--- src/rtl/rmg_pkg.sv ---
// ----------------------------------------------------------------------------
// rmg_pkg
// shared types, constants and the elaboration-time sine table function
// ----------------------------------------------------------------------------
package rmg_pkg;

  localparam int MAX_SIDES_DEF = 256;
  localparam int SINE_BITS_DEF = 16;

  localparam longint unsigned PI_Q30    = 64'd3373259426;
  localparam longint unsigned SQRT2_Q30 = 64'd1518500250;

  localparam int SIDE_W = 9;
  localparam int IDX_W  = 9;
  localparam int POS_W  = 17;
  localparam int TEX_W  = 17;
  localparam int RAD_W  = 16;
  localparam int DEG_W  = 9;

  typedef enum logic [2:0] {
    PH_BASE = 3'd0,
    PH_TOP  = 3'd1,
    PH_BFAN = 3'd2,
    PH_SIDE = 3'd3,
    PH_TFAN = 3'd4
  } phase_t;

  typedef enum logic [1:0] {
    KIND_POLY    = 2'd0,
    KIND_PRISM   = 2'd1,
    KIND_PYRAMID = 2'd2,
    KIND_SPARE   = 2'd3
  } kind_t;

  typedef enum logic [1:0] {
    REG_SHAPE_KIND = 2'd0,
    REG_SIDE_COUNT = 2'd1,
    REG_RADIUS     = 2'd2,
    REG_NONE       = 2'd3
  } reg_idx_t;

  // sine of an integer degree 0..90, rounded to sb-1 fraction bits;
  // only ever called with constant arguments
  // taylor series up to x^17, each term truncated
  function automatic longint unsigned sine_q1(int r, int sb);
    longint unsigned x, x2, sum, term;
    x    = (longint'(r) * PI_Q30 + 64'd90) / 64'd180;
    x2   = (x * x) >> 30;
    sum  = x;
    term = x;
    term = ((term * x2) >> 30) / 64'd6;
    sum  = sum - term;
    term = ((term * x2) >> 30) / 64'd20;
    sum  = sum + term;
    term = ((term * x2) >> 30) / 64'd42;
    sum  = sum - term;
    term = ((term * x2) >> 30) / 64'd72;
    sum  = sum + term;
    term = ((term * x2) >> 30) / 64'd110;
    sum  = sum - term;
    term = ((term * x2) >> 30) / 64'd156;
    sum  = sum + term;
    term = ((term * x2) >> 30) / 64'd210;
    sum  = sum - term;
    term = ((term * x2) >> 30) / 64'd272;
    sum  = sum + term;
    return ((sum << (sb - 1)) + (64'd1 << 29)) >> 30;
  endfunction

endpackage

--- src/rtl/rmg_sine.sv ---
// ----------------------------------------------------------------------------
// rmg_sine
// quadrant folding and quarter-wave sine table, magnitude and sign out
// ----------------------------------------------------------------------------
module rmg_sine import rmg_pkg::*; #(
  parameter int SINE_BITS = SINE_BITS_DEF
) (
  input  logic [DEG_W-1:0]     deg,
  output logic [SINE_BITS-1:0] mag,
  output logic                 neg
);

  logic [SINE_BITS-1:0] tbl [0:90];
  logic [DEG_W-1:0]     d;
  logic [DEG_W-1:0]     r;
  logic [1:0]           q;

  for (genvar g = 0; g <= 90; g++) begin : g_tbl
    assign tbl[g] = SINE_BITS'(sine_q1(g, SINE_BITS));
  end

  always_comb begin
    d = (deg >= DEG_W'(360)) ? deg - DEG_W'(360) : deg;
    if (d >= DEG_W'(270)) begin
      q = 2'd3;
      r = d - DEG_W'(270);
    end else if (d >= DEG_W'(180)) begin
      q = 2'd2;
      r = d - DEG_W'(180);
    end else if (d >= DEG_W'(90)) begin
      q = 2'd1;
      r = d - DEG_W'(90);
    end else begin
      q = 2'd0;
      r = d;
    end
    mag = q[0] ? tbl[7'(DEG_W'(90) - r)] : tbl[7'(r)];
    neg = q[1] && (mag != '0);
  end

endmodule

--- src/rtl/rmg_vertex.sv ---
// ----------------------------------------------------------------------------
// rmg_vertex
// vertex position and texture coordinates from angle and radius
// ----------------------------------------------------------------------------
module rmg_vertex import rmg_pkg::*; #(
  parameter int SINE_BITS = SINE_BITS_DEF
) (
  input  logic [DEG_W-1:0] angle,
  input  logic [RAD_W-1:0] radius,
  input  logic             square,
  output logic [POS_W-1:0] pos_x,
  output logic [POS_W-1:0] pos_z,
  output logic [TEX_W-1:0] tex_u,
  output logic [TEX_W-1:0] tex_v
);

  localparam int PW = RAD_W + SINE_BITS;
  localparam int TW = SINE_BITS + 31;

  logic [SINE_BITS-1:0] s_mag, c_mag;
  logic                 s_neg, c_neg;
  logic [DEG_W-1:0]     cos_deg;
  logic [30:0]          fac;

  assign cos_deg = angle + DEG_W'(90);
  assign fac     = square ? 31'(SQRT2_Q30) : 31'(64'd1 << 30);

  rmg_sine #(.SINE_BITS(SINE_BITS)) u_sin (.deg(angle),   .mag(s_mag), .neg(s_neg));
  rmg_sine #(.SINE_BITS(SINE_BITS)) u_cos (.deg(cos_deg), .mag(c_mag), .neg(c_neg));

  function automatic logic [POS_W-1:0] pos_f(logic [RAD_W-1:0] rad,
                                             logic [SINE_BITS-1:0] m, logic n);
    logic [PW-1:0]    p;
    logic [POS_W-1:0] v;
    p = PW'(rad) * PW'(m) + (PW'(1) << (SINE_BITS - 2));
    v = POS_W'(p >> (SINE_BITS - 1));
    return n ? (POS_W'(0) - v) : v;
  endfunction

  function automatic logic [TEX_W-1:0] tex_f(logic [SINE_BITS-1:0] m, logic n,
                                             logic [30:0] f);
    logic [TW-1:0]    p;
    logic [TW-1:0]    rr;
    logic [TEX_W-1:0] r;
    p  = TW'(m) * TW'(f) + (TW'(1) << (SINE_BITS + 13));
    rr = p >> (SINE_BITS + 14);
    r  = (rr > TW'(32768)) ? TEX_W'(32768) : TEX_W'(rr);
    return n ? (TEX_W'(32768) - r) : (TEX_W'(32768) + r);
  endfunction

  assign pos_x = pos_f(radius, s_mag, s_neg);
  assign pos_z = pos_f(radius, c_mag, c_neg);
  assign tex_u = tex_f(s_mag, s_neg, fac);
  assign tex_v = tex_f(c_mag, c_neg, fac);

endmodule

--- src/rtl/rmg_div.sv ---
// ----------------------------------------------------------------------------
// rmg_div
// restoring divider for the per-vertex angle step 360 / n, one bit a cycle
// ----------------------------------------------------------------------------
module rmg_div import rmg_pkg::*; #(
  parameter int NW = SIDE_W
) (
  input  logic          clk,
  input  logic          rst_n,
  input  logic          start,
  input  logic [NW-1:0] n,
  output logic          busy,
  output logic [8:0]    quo,
  output logic [NW-1:0] rem
);

  localparam logic [8:0] DIVIDEND = 9'd360;

  logic [3:0]    cnt_r, cnt_nxt;
  logic [NW-1:0] n_r, n_nxt;
  logic [8:0]    quo_r, quo_nxt;
  logic [NW:0]   rem_r, rem_nxt;
  logic [NW:0]   trial;

  always_comb begin
    cnt_nxt = cnt_r;
    n_nxt   = n_r;
    quo_nxt = quo_r;
    rem_nxt = rem_r;
    trial   = {rem_r[NW-1:0], DIVIDEND[cnt_r - 4'd1]};
    if (start) begin
      cnt_nxt = 4'd9;
      n_nxt   = n;
      quo_nxt = '0;
      rem_nxt = '0;
    end else if (cnt_r != 4'd0) begin
      cnt_nxt = cnt_r - 4'd1;
      if (trial >= {1'b0, n_r}) begin
        rem_nxt = trial - {1'b0, n_r};
        quo_nxt = {quo_r[7:0], 1'b1};
      end else begin
        rem_nxt = trial;
        quo_nxt = {quo_r[7:0], 1'b0};
      end
    end
  end

  always_ff @(posedge clk) begin
    if (!rst_n) begin
      cnt_r <= '0;
      n_r   <= NW'(4);
      quo_r <= 9'd90;
      rem_r <= '0;
    end else begin
      cnt_r <= cnt_nxt;
      n_r   <= n_nxt;
      quo_r <= quo_nxt;
      rem_r <= rem_nxt;
    end
  end

  assign busy = (cnt_r != 4'd0);
  assign quo  = quo_r;
  assign rem  = rem_r[NW-1:0];

endmodule

--- src/rtl/regular_mesh_generator_unit.sv ---
// ----------------------------------------------------------------------------
// regular_mesh_generator_unit
// streams the elements of a regular polygon, prism or pyramid mesh
// ----------------------------------------------------------------------------
// usage:
//   each word taken on the in_ channel yields exactly one word on the out_
//   channel: the next mesh element (base vertices, top vertices or apex,
//   then base fan, side and top fan triangles). in_tdata[0] set restarts
//   the mesh at its first element. out_tuser is 1 for a vertex, out_tlast
//   marks the final element; the element after it is the first one again.
//   cfg_ writes set shape kind, side count and radius and restart the mesh.
// flow:
//   one word per cycle while the divider is idle and no cfg_ write is
//   offered; the result is registered in the cycle after acceptance. the
//   element is formed from counters, quarter-wave sine lookups and
//   multiplies by the radius between the state and the output register.
//   after a side count write, in_tready is low while the 360/n divider runs.
// reset:
//   shape polygon, 4 sides, radius 256, mesh at its first element.
// stall:
//   a held output word keeps in_tready low unless out_tready is high, so no
//   word is lost or repeated.
// ----------------------------------------------------------------------------
module regular_mesh_generator_unit import rmg_pkg::*; #(
  parameter int MAX_SIDES = MAX_SIDES_DEF,
  parameter int SINE_BITS = SINE_BITS_DEF
) (
  input  logic         clk,
  input  logic         rst_n,
  // input channel
  input  logic         in_tvalid,
  output logic         in_tready,
  input  logic [7:0]   in_tdata,   // [0] restart, [7:1] zero
  // result channel
  output logic         out_tvalid,
  input  logic         out_tready,
  // pos_x[16:0] pos_y[33:17] pos_z[50:34] tex_u[67:51] tex_v[84:68]
  // corner_a[93:85] corner_b[102:94] corner_c[111:103]
  output logic [111:0] out_tdata,
  output logic         out_tuser,  // is_vertex
  output logic         out_tlast,  // last_of_shape
  // configuration write channel
  input  logic         cfg_valid,
  output logic         cfg_ready,
  input  logic [1:0]   cfg_index,
  input  logic [15:0]  cfg_data
);

  // counter width holds both the 9-bit register and the clamped side count
  localparam int CW = ($clog2(MAX_SIDES + 1) > SIDE_W) ? $clog2(MAX_SIDES + 1) : SIDE_W;
  localparam int EW = CW + 2;

  // config registers
  logic [1:0]        kind_r;
  logic [SIDE_W-1:0] sides_r;
  logic [RAD_W-1:0]  radius_r;

  // mesh walk state
  phase_t        phase_r, phase_nxt;
  logic [CW-1:0] ec_r, ec_nxt;
  logic [CW-1:0] stride_r, stride_nxt;
  logic          half_r, half_nxt;
  logic [8:0]    qacc_r, qacc_nxt;     // floor(360*i/n)
  logic [CW-1:0] racc_r, racc_nxt;     // 360*i mod n

  // output register
  logic         ovld_r;
  logic [111:0] odata_r, odata_nxt;
  logic         ouser_r, ouser_nxt;
  logic         olast_r, olast_nxt;

  logic in_acc, cfg_acc, div_busy, div_start;
  logic [8:0]    step_q;
  logic [CW-1:0] step_r;
  logic [CW-1:0] n_eff, n_new;
  logic [CW-1:0] cfg_sides;
  kind_t         kind_eff;

  // working copies after restart
  phase_t        ph;
  logic [CW-1:0] ec, m;
  logic          sh;
  logic [8:0]    qa;
  logic [CW-1:0] ra;

  logic [DEG_W-1:0] angle;
  logic [POS_W-1:0] vx, vz;
  logic [TEX_W-1:0] vu, vv;
  logic [POS_W-1:0] height;
  logic [RAD_W+31-1:0] hprod;

  logic             f_vert, f_geom, f_last;
  logic [POS_W-1:0] f_y;
  logic [IDX_W-1:0] f_a, f_b, f_c;

  logic [EW-1:0] s2, fc, m2, ec1, nxi;
  logic [CW:0]   rsum;
  logic          fan_wrap, fan_done;
  logic [CW-1:0] off;

  // clamp a side count into 3..MAX_SIDES
  function automatic logic [CW-1:0] clamp_n(logic [CW-1:0] v);
    if (v < CW'(3)) return CW'(3);
    else if (v > CW'(MAX_SIDES)) return CW'(MAX_SIDES);
    else return v;
  endfunction

  assign cfg_ready = 1'b1;
  assign cfg_acc   = cfg_valid;
  assign in_tready = (!ovld_r || out_tready) && !div_busy && !cfg_valid;
  assign in_acc    = in_tvalid && in_tready;

  assign cfg_sides = CW'(cfg_data[SIDE_W-1:0]);
  assign n_new     = clamp_n(cfg_sides);
  assign n_eff     = clamp_n(CW'(sides_r));
  assign kind_eff  = (kind_r == KIND_SPARE) ? KIND_POLY : kind_t'(kind_r);
  assign div_start = cfg_acc && (cfg_index == REG_SIDE_COUNT);

  rmg_div #(.NW(CW)) u_div (
    .clk   (clk),
    .rst_n (rst_n),
    .start (div_start),
    .n     (n_new),
    .busy  (div_busy),
    .quo   (step_q),
    .rem   (step_r)
  );

  // apex / top height: round(radius * sqrt2)
  assign hprod  = (RAD_W+31)'(radius_r) * (RAD_W+31)'(SQRT2_Q30) + ((RAD_W+31)'(1) << 29);
  assign height = POS_W'(hprod >> 30);

  assign angle = qa + DEG_W'(45);

  rmg_vertex #(.SINE_BITS(SINE_BITS)) u_vertex (
    .angle  (angle),
    .radius (radius_r),
    .square (n_eff == CW'(4)),
    .pos_x  (vx),
    .pos_z  (vz),
    .tex_u  (vu),
    .tex_v  (vv)
  );

  // element sequencer
  always_comb begin
    ph = phase_r;
    ec = ec_r;
    m  = stride_r;
    sh = half_r;
    qa = qacc_r;
    ra = racc_r;
    if (in_tdata[0]) begin
      ph = PH_BASE;
      ec = '0;
      m  = CW'(1);
      sh = 1'b0;
      qa = '0;
      ra = '0;
    end

    phase_nxt  = ph;
    ec_nxt     = ec;
    stride_nxt = m;
    half_nxt   = sh;
    qacc_nxt   = qa;
    racc_nxt   = ra;

    f_vert = 1'b0;
    f_geom = 1'b0;
    f_last = 1'b0;
    f_y    = '0;
    f_a    = '0;
    f_b    = '0;
    f_c    = '0;

    // angle step to the next vertex
    rsum = {1'b0, ra} + {1'b0, step_r};
    ec1  = EW'(ec) + EW'(1);

    // fan step
    off      = (ph == PH_TFAN) ? n_eff : '0;
    s2       = EW'(ec) + (EW'(m) << 1);
    fc       = (s2 >= EW'(n_eff)) ? '0 : s2;
    m2       = EW'(m) << 1;
    fan_wrap = (s2 + EW'(m)) >= EW'(n_eff);
    fan_done = fan_wrap && ((m2 << 1) >= EW'(n_eff));
    nxi      = (ec1 >= EW'(n_eff)) ? '0 : ec1;

    case (ph)
      PH_BASE, PH_TOP: begin
        if (ph == PH_TOP && kind_eff == KIND_PYRAMID) begin
          // apex
          f_vert    = 1'b1;
          f_y       = height;
          ec_nxt    = '0;
          phase_nxt = PH_BFAN;
        end else begin
          f_vert = 1'b1;
          f_geom = 1'b1;
          f_y    = (ph == PH_TOP) ? height : '0;
          if (ec1 >= EW'(n_eff)) begin
            ec_nxt   = '0;
            qacc_nxt = '0;
            racc_nxt = '0;
            if (ph == PH_TOP || kind_eff == KIND_POLY) phase_nxt = PH_BFAN;
            else phase_nxt = PH_TOP;
          end else begin
            ec_nxt = CW'(ec1);
            if (rsum >= {1'b0, n_eff}) begin
              racc_nxt = CW'(rsum - {1'b0, n_eff});
              qacc_nxt = qa + step_q + 9'd1;
            end else begin
              racc_nxt = CW'(rsum);
              qacc_nxt = qa + step_q;
            end
          end
        end
      end
      PH_SIDE: begin
        if (kind_eff == KIND_PYRAMID) begin
          f_a = IDX_W'(ec);
          f_b = IDX_W'(nxi);
          f_c = IDX_W'(n_eff);
          ec_nxt = CW'(ec1);
        end else if (!sh) begin
          f_a = IDX_W'(ec);
          f_b = IDX_W'(nxi);
          f_c = IDX_W'(EW'(ec) + EW'(n_eff));
          half_nxt = 1'b1;
        end else begin
          f_a = IDX_W'(EW'(ec) + EW'(n_eff));
          f_b = IDX_W'(nxi + EW'(n_eff));
          f_c = IDX_W'(nxi);
          half_nxt = 1'b0;
          ec_nxt = CW'(ec1);
        end
        if ((kind_eff == KIND_PYRAMID || sh) && ec1 >= EW'(n_eff)) begin
          ec_nxt = '0;
          if (kind_eff == KIND_PYRAMID) begin
            f_last    = 1'b1;
            phase_nxt = PH_BASE;
            stride_nxt = CW'(1);
            half_nxt  = 1'b0;
          end else begin
            phase_nxt = PH_TFAN;
          end
        end
      end
      PH_BFAN, PH_TFAN: begin
        f_a = IDX_W'(EW'(ec) + EW'(off));
        f_b = IDX_W'(EW'(ec) + EW'(m) + EW'(off));
        f_c = IDX_W'(fc + EW'(off));
        if (fan_done) begin
          ec_nxt     = '0;
          stride_nxt = CW'(1);
          if (ph == PH_TFAN || kind_eff == KIND_POLY) begin
            f_last    = 1'b1;
            phase_nxt = PH_BASE;
            half_nxt  = 1'b0;
            qacc_nxt  = '0;
            racc_nxt  = '0;
          end else begin
            phase_nxt = PH_SIDE;
          end
        end else if (fan_wrap) begin
          ec_nxt     = '0;
          stride_nxt = CW'(m2);
        end else begin
          ec_nxt = CW'(s2);
        end
      end
      default: begin
        phase_nxt  = PH_BASE;
        ec_nxt     = '0;
        stride_nxt = CW'(1);
        half_nxt   = 1'b0;
        qacc_nxt   = '0;
        racc_nxt   = '0;
      end
    endcase

    ouser_nxt = f_vert;
    olast_nxt = f_last;
    odata_nxt = {f_c, f_b, f_a,
                 f_geom ? vv : TEX_W'(0), f_geom ? vu : TEX_W'(0),
                 f_geom ? vz : POS_W'(0), f_y, f_geom ? vx : POS_W'(0)};
  end

  // config registers and mesh state
  always_ff @(posedge clk) begin
    if (!rst_n) begin
      kind_r   <= KIND_POLY;
      sides_r  <= SIDE_W'(4);
      radius_r <= RAD_W'(256);
      phase_r  <= PH_BASE;
      ec_r     <= '0;
      stride_r <= CW'(1);
      half_r   <= 1'b0;
      qacc_r   <= '0;
      racc_r   <= '0;
    end else if (cfg_acc) begin
      case (cfg_index)
        REG_SHAPE_KIND: kind_r   <= cfg_data[1:0];
        REG_SIDE_COUNT: sides_r  <= cfg_data[SIDE_W-1:0];
        REG_RADIUS:     radius_r <= cfg_data;
        default: ;
      endcase
      if (cfg_index != REG_NONE) begin
        phase_r  <= PH_BASE;
        ec_r     <= '0;
        stride_r <= CW'(1);
        half_r   <= 1'b0;
        qacc_r   <= '0;
        racc_r   <= '0;
      end
    end else if (in_acc) begin
      phase_r  <= phase_nxt;
      ec_r     <= ec_nxt;
      stride_r <= stride_nxt;
      half_r   <= half_nxt;
      qacc_r   <= qacc_nxt;
      racc_r   <= racc_nxt;
    end
  end

  // output register
  always_ff @(posedge clk) begin
    if (!rst_n) begin
      ovld_r <= 1'b0;
    end else if (in_acc) begin
      ovld_r <= 1'b1;
    end else if (out_tready) begin
      ovld_r <= 1'b0;
    end
  end

  always_ff @(posedge clk) begin
    if (in_acc) begin
      odata_r <= odata_nxt;
      ouser_r <= ouser_nxt;
      olast_r <= olast_nxt;
    end
  end

  assign out_tvalid = ovld_r;
  assign out_tdata  = odata_r;
  assign out_tuser  = ouser_r;
  assign out_tlast  = olast_r;

`ifndef SYNTHESIS
  // no item enters while the angle step divider is running
  a_no_acc_busy: assert property (@(posedge clk) disable iff (!rst_n)
    in_acc |-> !div_busy) else $error("item accepted while divider busy");

  // every accepted item shows up as a result on the next cycle
  a_acc_result: assert property (@(posedge clk) disable iff (!rst_n)
    in_acc |=> out_tvalid) else $error("accepted item produced no result");

  // a restart always yields a base vertex
  a_restart_vertex: assert property (@(posedge clk) disable iff (!rst_n)
    in_acc && in_tdata[0] |=> out_tuser && out_tdata[33:17] == '0)
    else $error("restart did not yield base vertex");

  // triangles carry no geometry
  a_tri_zero: assert property (@(posedge clk) disable iff (!rst_n)
    out_tvalid && !out_tuser |-> out_tdata[84:0] == '0)
    else $error("triangle with nonzero geometry");
`endif

endmodule
--- config.mk ---
export PLATFORM = sky130hd
export DESIGN_NAME = regular_mesh_generator_unit
export DESIGN_NICKNAME = d
export VERILOG_FILES = /design/src/rtl/rmg_pkg.sv /design/src/rtl/rmg_sine.sv /design/src/rtl/rmg_vertex.sv /design/src/rtl/rmg_div.sv /design/src/rtl/regular_mesh_generator_unit.sv
export SDC_FILE = /design/constraint.sdc
export NUM_CORES = 2
export LEC_CHECK = 0
export BUFFER_PORTS_ARGS = -buffer_cell sky130_fd_sc_hd__buf_4
export CELL_PAD_IN_SITES_DETAIL_PLACEMENT = 1
export CELL_PAD_IN_SITES_GLOBAL_PLACEMENT = 1
export CORE_MARGIN = 2
export CORE_UTILIZATION = 55
export CTS_BUF_LIST = sky130_fd_sc_hd__clkbuf_8
export CTS_CLUSTER_SIZE = 8
export DETAILED_ROUTE_END_ITERATION = 7
export PLACE_DENSITY_LB_ADDON = 0.1
export SETUP_SLACK_MARGIN = 0.1
export SLEW_MARGIN = 20
export SYNTH_ARGS = -nofsm -noshare
export SYNTH_HDL_FRONTEND = slang
export SYNTH_HIERARCHICAL = 1
export SYNTH_SLANG_ARGS = --single-unit
--- constraint.sdc ---
create_clock -name clk -period 71 [get_ports clk]
set_input_delay 21.3 -clock clk [delete_from_list [all_inputs] [get_ports clk]]
set_output_delay 21.3 -clock clk [all_outputs]
set_load 0.1 [all_outputs]
==> out/qor.txt <==
worst-margin pin slew = 1.093 ns
Final Skew = 0.03847 ns
final net count = 9,859
RSZ-0062 raised after global routing = false
CTS tree = built
Post-CTS Hold Fix Bufs = 0
Die W = 353.0 um
Clk Tree Root Cell = clkbuf_8
antenna violations before repair = 14
area grow syn2layout = 5.268%
die area = 124,600 um2
synth warn = 6
reg-to-reg slack, setup = 50.98 ns
Post-Syn Instances = 8,072
Post-synth ARST share = 0
global-route wire length before repair = 381,700 um
Inst Count DP = 9,573
post-synth top area share = 0.2409
Setup crit start kind = primary input
sequential share of the synthesized area = 0.08071
vias = 61,322
WP data required = 49.70 ns
drt pass-1 iters = 8
GRT overflow = 0
routed len/inst = 25.11 um
Clock transition at path regs = 0.06 ns
largest net degree at the start of global routing = 69
Max-Cap Viols = 0
Top FF cell, synth = edfxtp_1
Yosys reg bits = 213
number of port buffers = 139
DP HPWL = 190,300 um
cell mode on critical path = buf_4
slowest stage cell, crit path = buf_4
DRC = 0
Non-Filler Instances = 9,663
WL final = 242,600 um
Rel. slew slack = 0.2690
area leader, netlist = fa_1
crit-path cells = buf_4 -> nor3_1 -> buf_4
Resize count post-CTS = 0
Syn Area/Cell = 8.297 um2
clock net sink count = 213
HP Class = reg -> reg
Critical path buffers and inverters = 2
Longest Clk Path Bufs = 3
DRT antenna net count = 0
1st-iter DRT viols = 5,364
max incr delay on CP = 0.35 ns
top cells by area, synth = fa_1 24%, ha_1 19%, inv_1 7.4%
Worst EP arrival = 22.08 ns
Clock Latency Late Sink = 0.73 ns
num ports = 148
endpoint type of the worst setup path = output pin
total CTS buffers = 45
CP max FO = 6
Final Hold Viols = 0
FP Rows = 128
syn nets = 9,936
kind of critical path = in -> out
Yosys cell types = 131
DR vias/cell = 6.346
run status = finished clean
Setup violations, final = 0
Final Critical Period = 43.38 ns
Final Cycle Share = 0.6109
Peak Freq = 23.05 MHz
final worst slack = 27.62 ns
Die Ht = 353.0 um
dpl ws = 27.61 ns
Max Slew Vio Count = 0
delay-heaviest family, CP = buffers and inverters
Placer Congestion = 0.9955
layout cells sized above 1 = 0.06574
H-tree level count = 2
post-CTS setup buffer count = 0
Syn Std Cell Area = 66,970 um2
via count of the first global-routing pass = 67,320
Initial Utilization = 0.5524
number of synthesized flops with an enable pin = 114
Total GRT Usage = 0.3876
setup_tns = 0 ns
Core Region = 121,200 um2
-- cells by family (layout without fill, tap and decap cells) --
kind of cell	count (synthesis)	count (layout)	synth area share
xor+xnor	278	278	0.03669
simple gates	2183	2183	0.1606
fa+ha+maj	1833	1833	0.4328
other cells	1	7	0.00005599
mux	53	53	0.008239
compound gates	1799	1799	0.1828
flops	213	213	0.08071
buf+inv	1712	1672	0.09808
-- layout make-up --
class | count | area, um2
fillers | 14817 | 50730
diodes | 6 | 15.01
clock buffers | 54 | 743.2
well taps | 1625 | 2033
inverters | 1330 | 4992
clock inverters | 30 | 206.4
repair buffers | 258 | 1937
multi-input cells | 6147 | 55150
flip-flops and latches | 213 | 5425
-- synthesized netlist by cell type (32+ instances only) --
master,count
a211oi_1,79
a21boi_0,37
a21o_1,120
a21oi_1,434
a311oi_1,32
a31oi_1,73
and2_1,340
and3_1,60
buf_1,36
buf_2,48
clkbuf_1,285
dfxtp_1,99
edfxtp_1,114
fa_1,806
ha_1,1027
inv_1,1323
mux2i_1,45
nand2_1,807
nand2b_1,45
nand3_1,124
nand4_1,51
nor2_1,352
nor2b_1,75
nor3_1,112
nor4_1,32
o211ai_1,86
o21a_1,46
o21ai_0,333
o21ai_1,33
o21bai_1,49
o22ai_1,45
o31ai_1,37
or3_1,35
xnor2_1,194
xor2_1,81
-- per-stage QoR --
stage | area [um2] | hold slack, ns | util
2_1_floorplan | 66970 | 0.4173 | -
3_5_place_dp | 69540 | 0.4370 | 0.5736
5_1_grt | 70490 | 0.4913 | 0.5814
4_1_cts | 70490 | 0.4534 | 0.5814
6_report | 70500 | 0.4492 | 0.5815
3_3_place_gp | 69540 | 0.4265 | 0.5736
-- cells in the final DEF (no fill, tap or decap), drive strengths merged, types with 39 or more instances in the layout --
| cell type | synthesis | routed |
|---|---|---|
| o21a | 46 | 46 |
| xor2 | 81 | 81 |
| and3 | 61 | 61 |
| nor3 | 119 | 119 |
| o31ai | 42 | 42 |
| nor2b | 76 | 76 |
| o211ai | 89 | 89 |
| mux2i | 45 | 45 |
| a211oi | 85 | 85 |
| clkbuf | 285 | 54 |
| xnor2 | 197 | 197 |
| a31oi | 73 | 73 |
| buf | 97 | 258 |
| and2 | 345 | 345 |
| nand2b | 45 | 45 |
| o21bai | 49 | 49 |
| fa | 806 | 806 |
| ha | 1027 | 1027 |
| o21ai | 368 | 368 |
| a21oi | 444 | 444 |
| edfxtp | 114 | 114 |
| inv | 1326 | 1338 |
| nor2 | 358 | 358 |
| o22ai | 46 | 46 |
| a21boi | 39 | 39 |
| dfxtp | 99 | 99 |
| nand4 | 55 | 55 |
| nand3 | 124 | 124 |
| nand2 | 813 | 813 |
| a21o | 123 | 123 |
-- worst reg2reg max path: cells and delay by family (launching register included) --
family / cells / cell delay, ns
AOI/OAI and AO/OA: 16 / 5.44
xor gates and xnor gates: 4 / 1.57
DFF: 1 / 0.35
buffers and inverters: 14 / 3.68
and+or+nand+nor: 17 / 3.79
adders and majority gates: 12 / 4.96
-- worst paths after layout --
check	startpoint	endpoint	cells after the start
worst max-delay path	cfg_valid	in_tready	3
worst min-delay path	half_r$_SDFFE_PN0P_	half_r$_SDFFE_PN0P_	1
worst max register to register	qacc_r[0]$_SDFFE_PN0P_	out_tdata[76]$_SDFFCE_PN0P_	63
worst min register to register	half_r$_SDFFE_PN0P_	half_r$_SDFFE_PN0P_	1
-- metal layers --
metal | up-vias | global-route usage | wire length, um
met5 | - | 0 | 62
met4 | 10 | 0.1831 | 12630
met3 | 748 | 0.06181 | 18250
met2 | 2537 | 0.6528 | 115300
met1 | 30852 | 0.4863 | 96380
li1 | 27175 | - | -
-- registers in the layout, indices dropped and copies added, names as in the netlist, 9 cells and up --
signal	count
radius_r	16
u_div/rem_r	9
ec_r	9
stride_r	9
out_tdata	112
racc_r	9
sides_r	9
u_div/n_r	9
u_div/quo	9
qacc_r	9
Power is left out: the tool's default activity adds up to more than one toggle a clock period on the data nets, which glitch-free logic cannot reach.
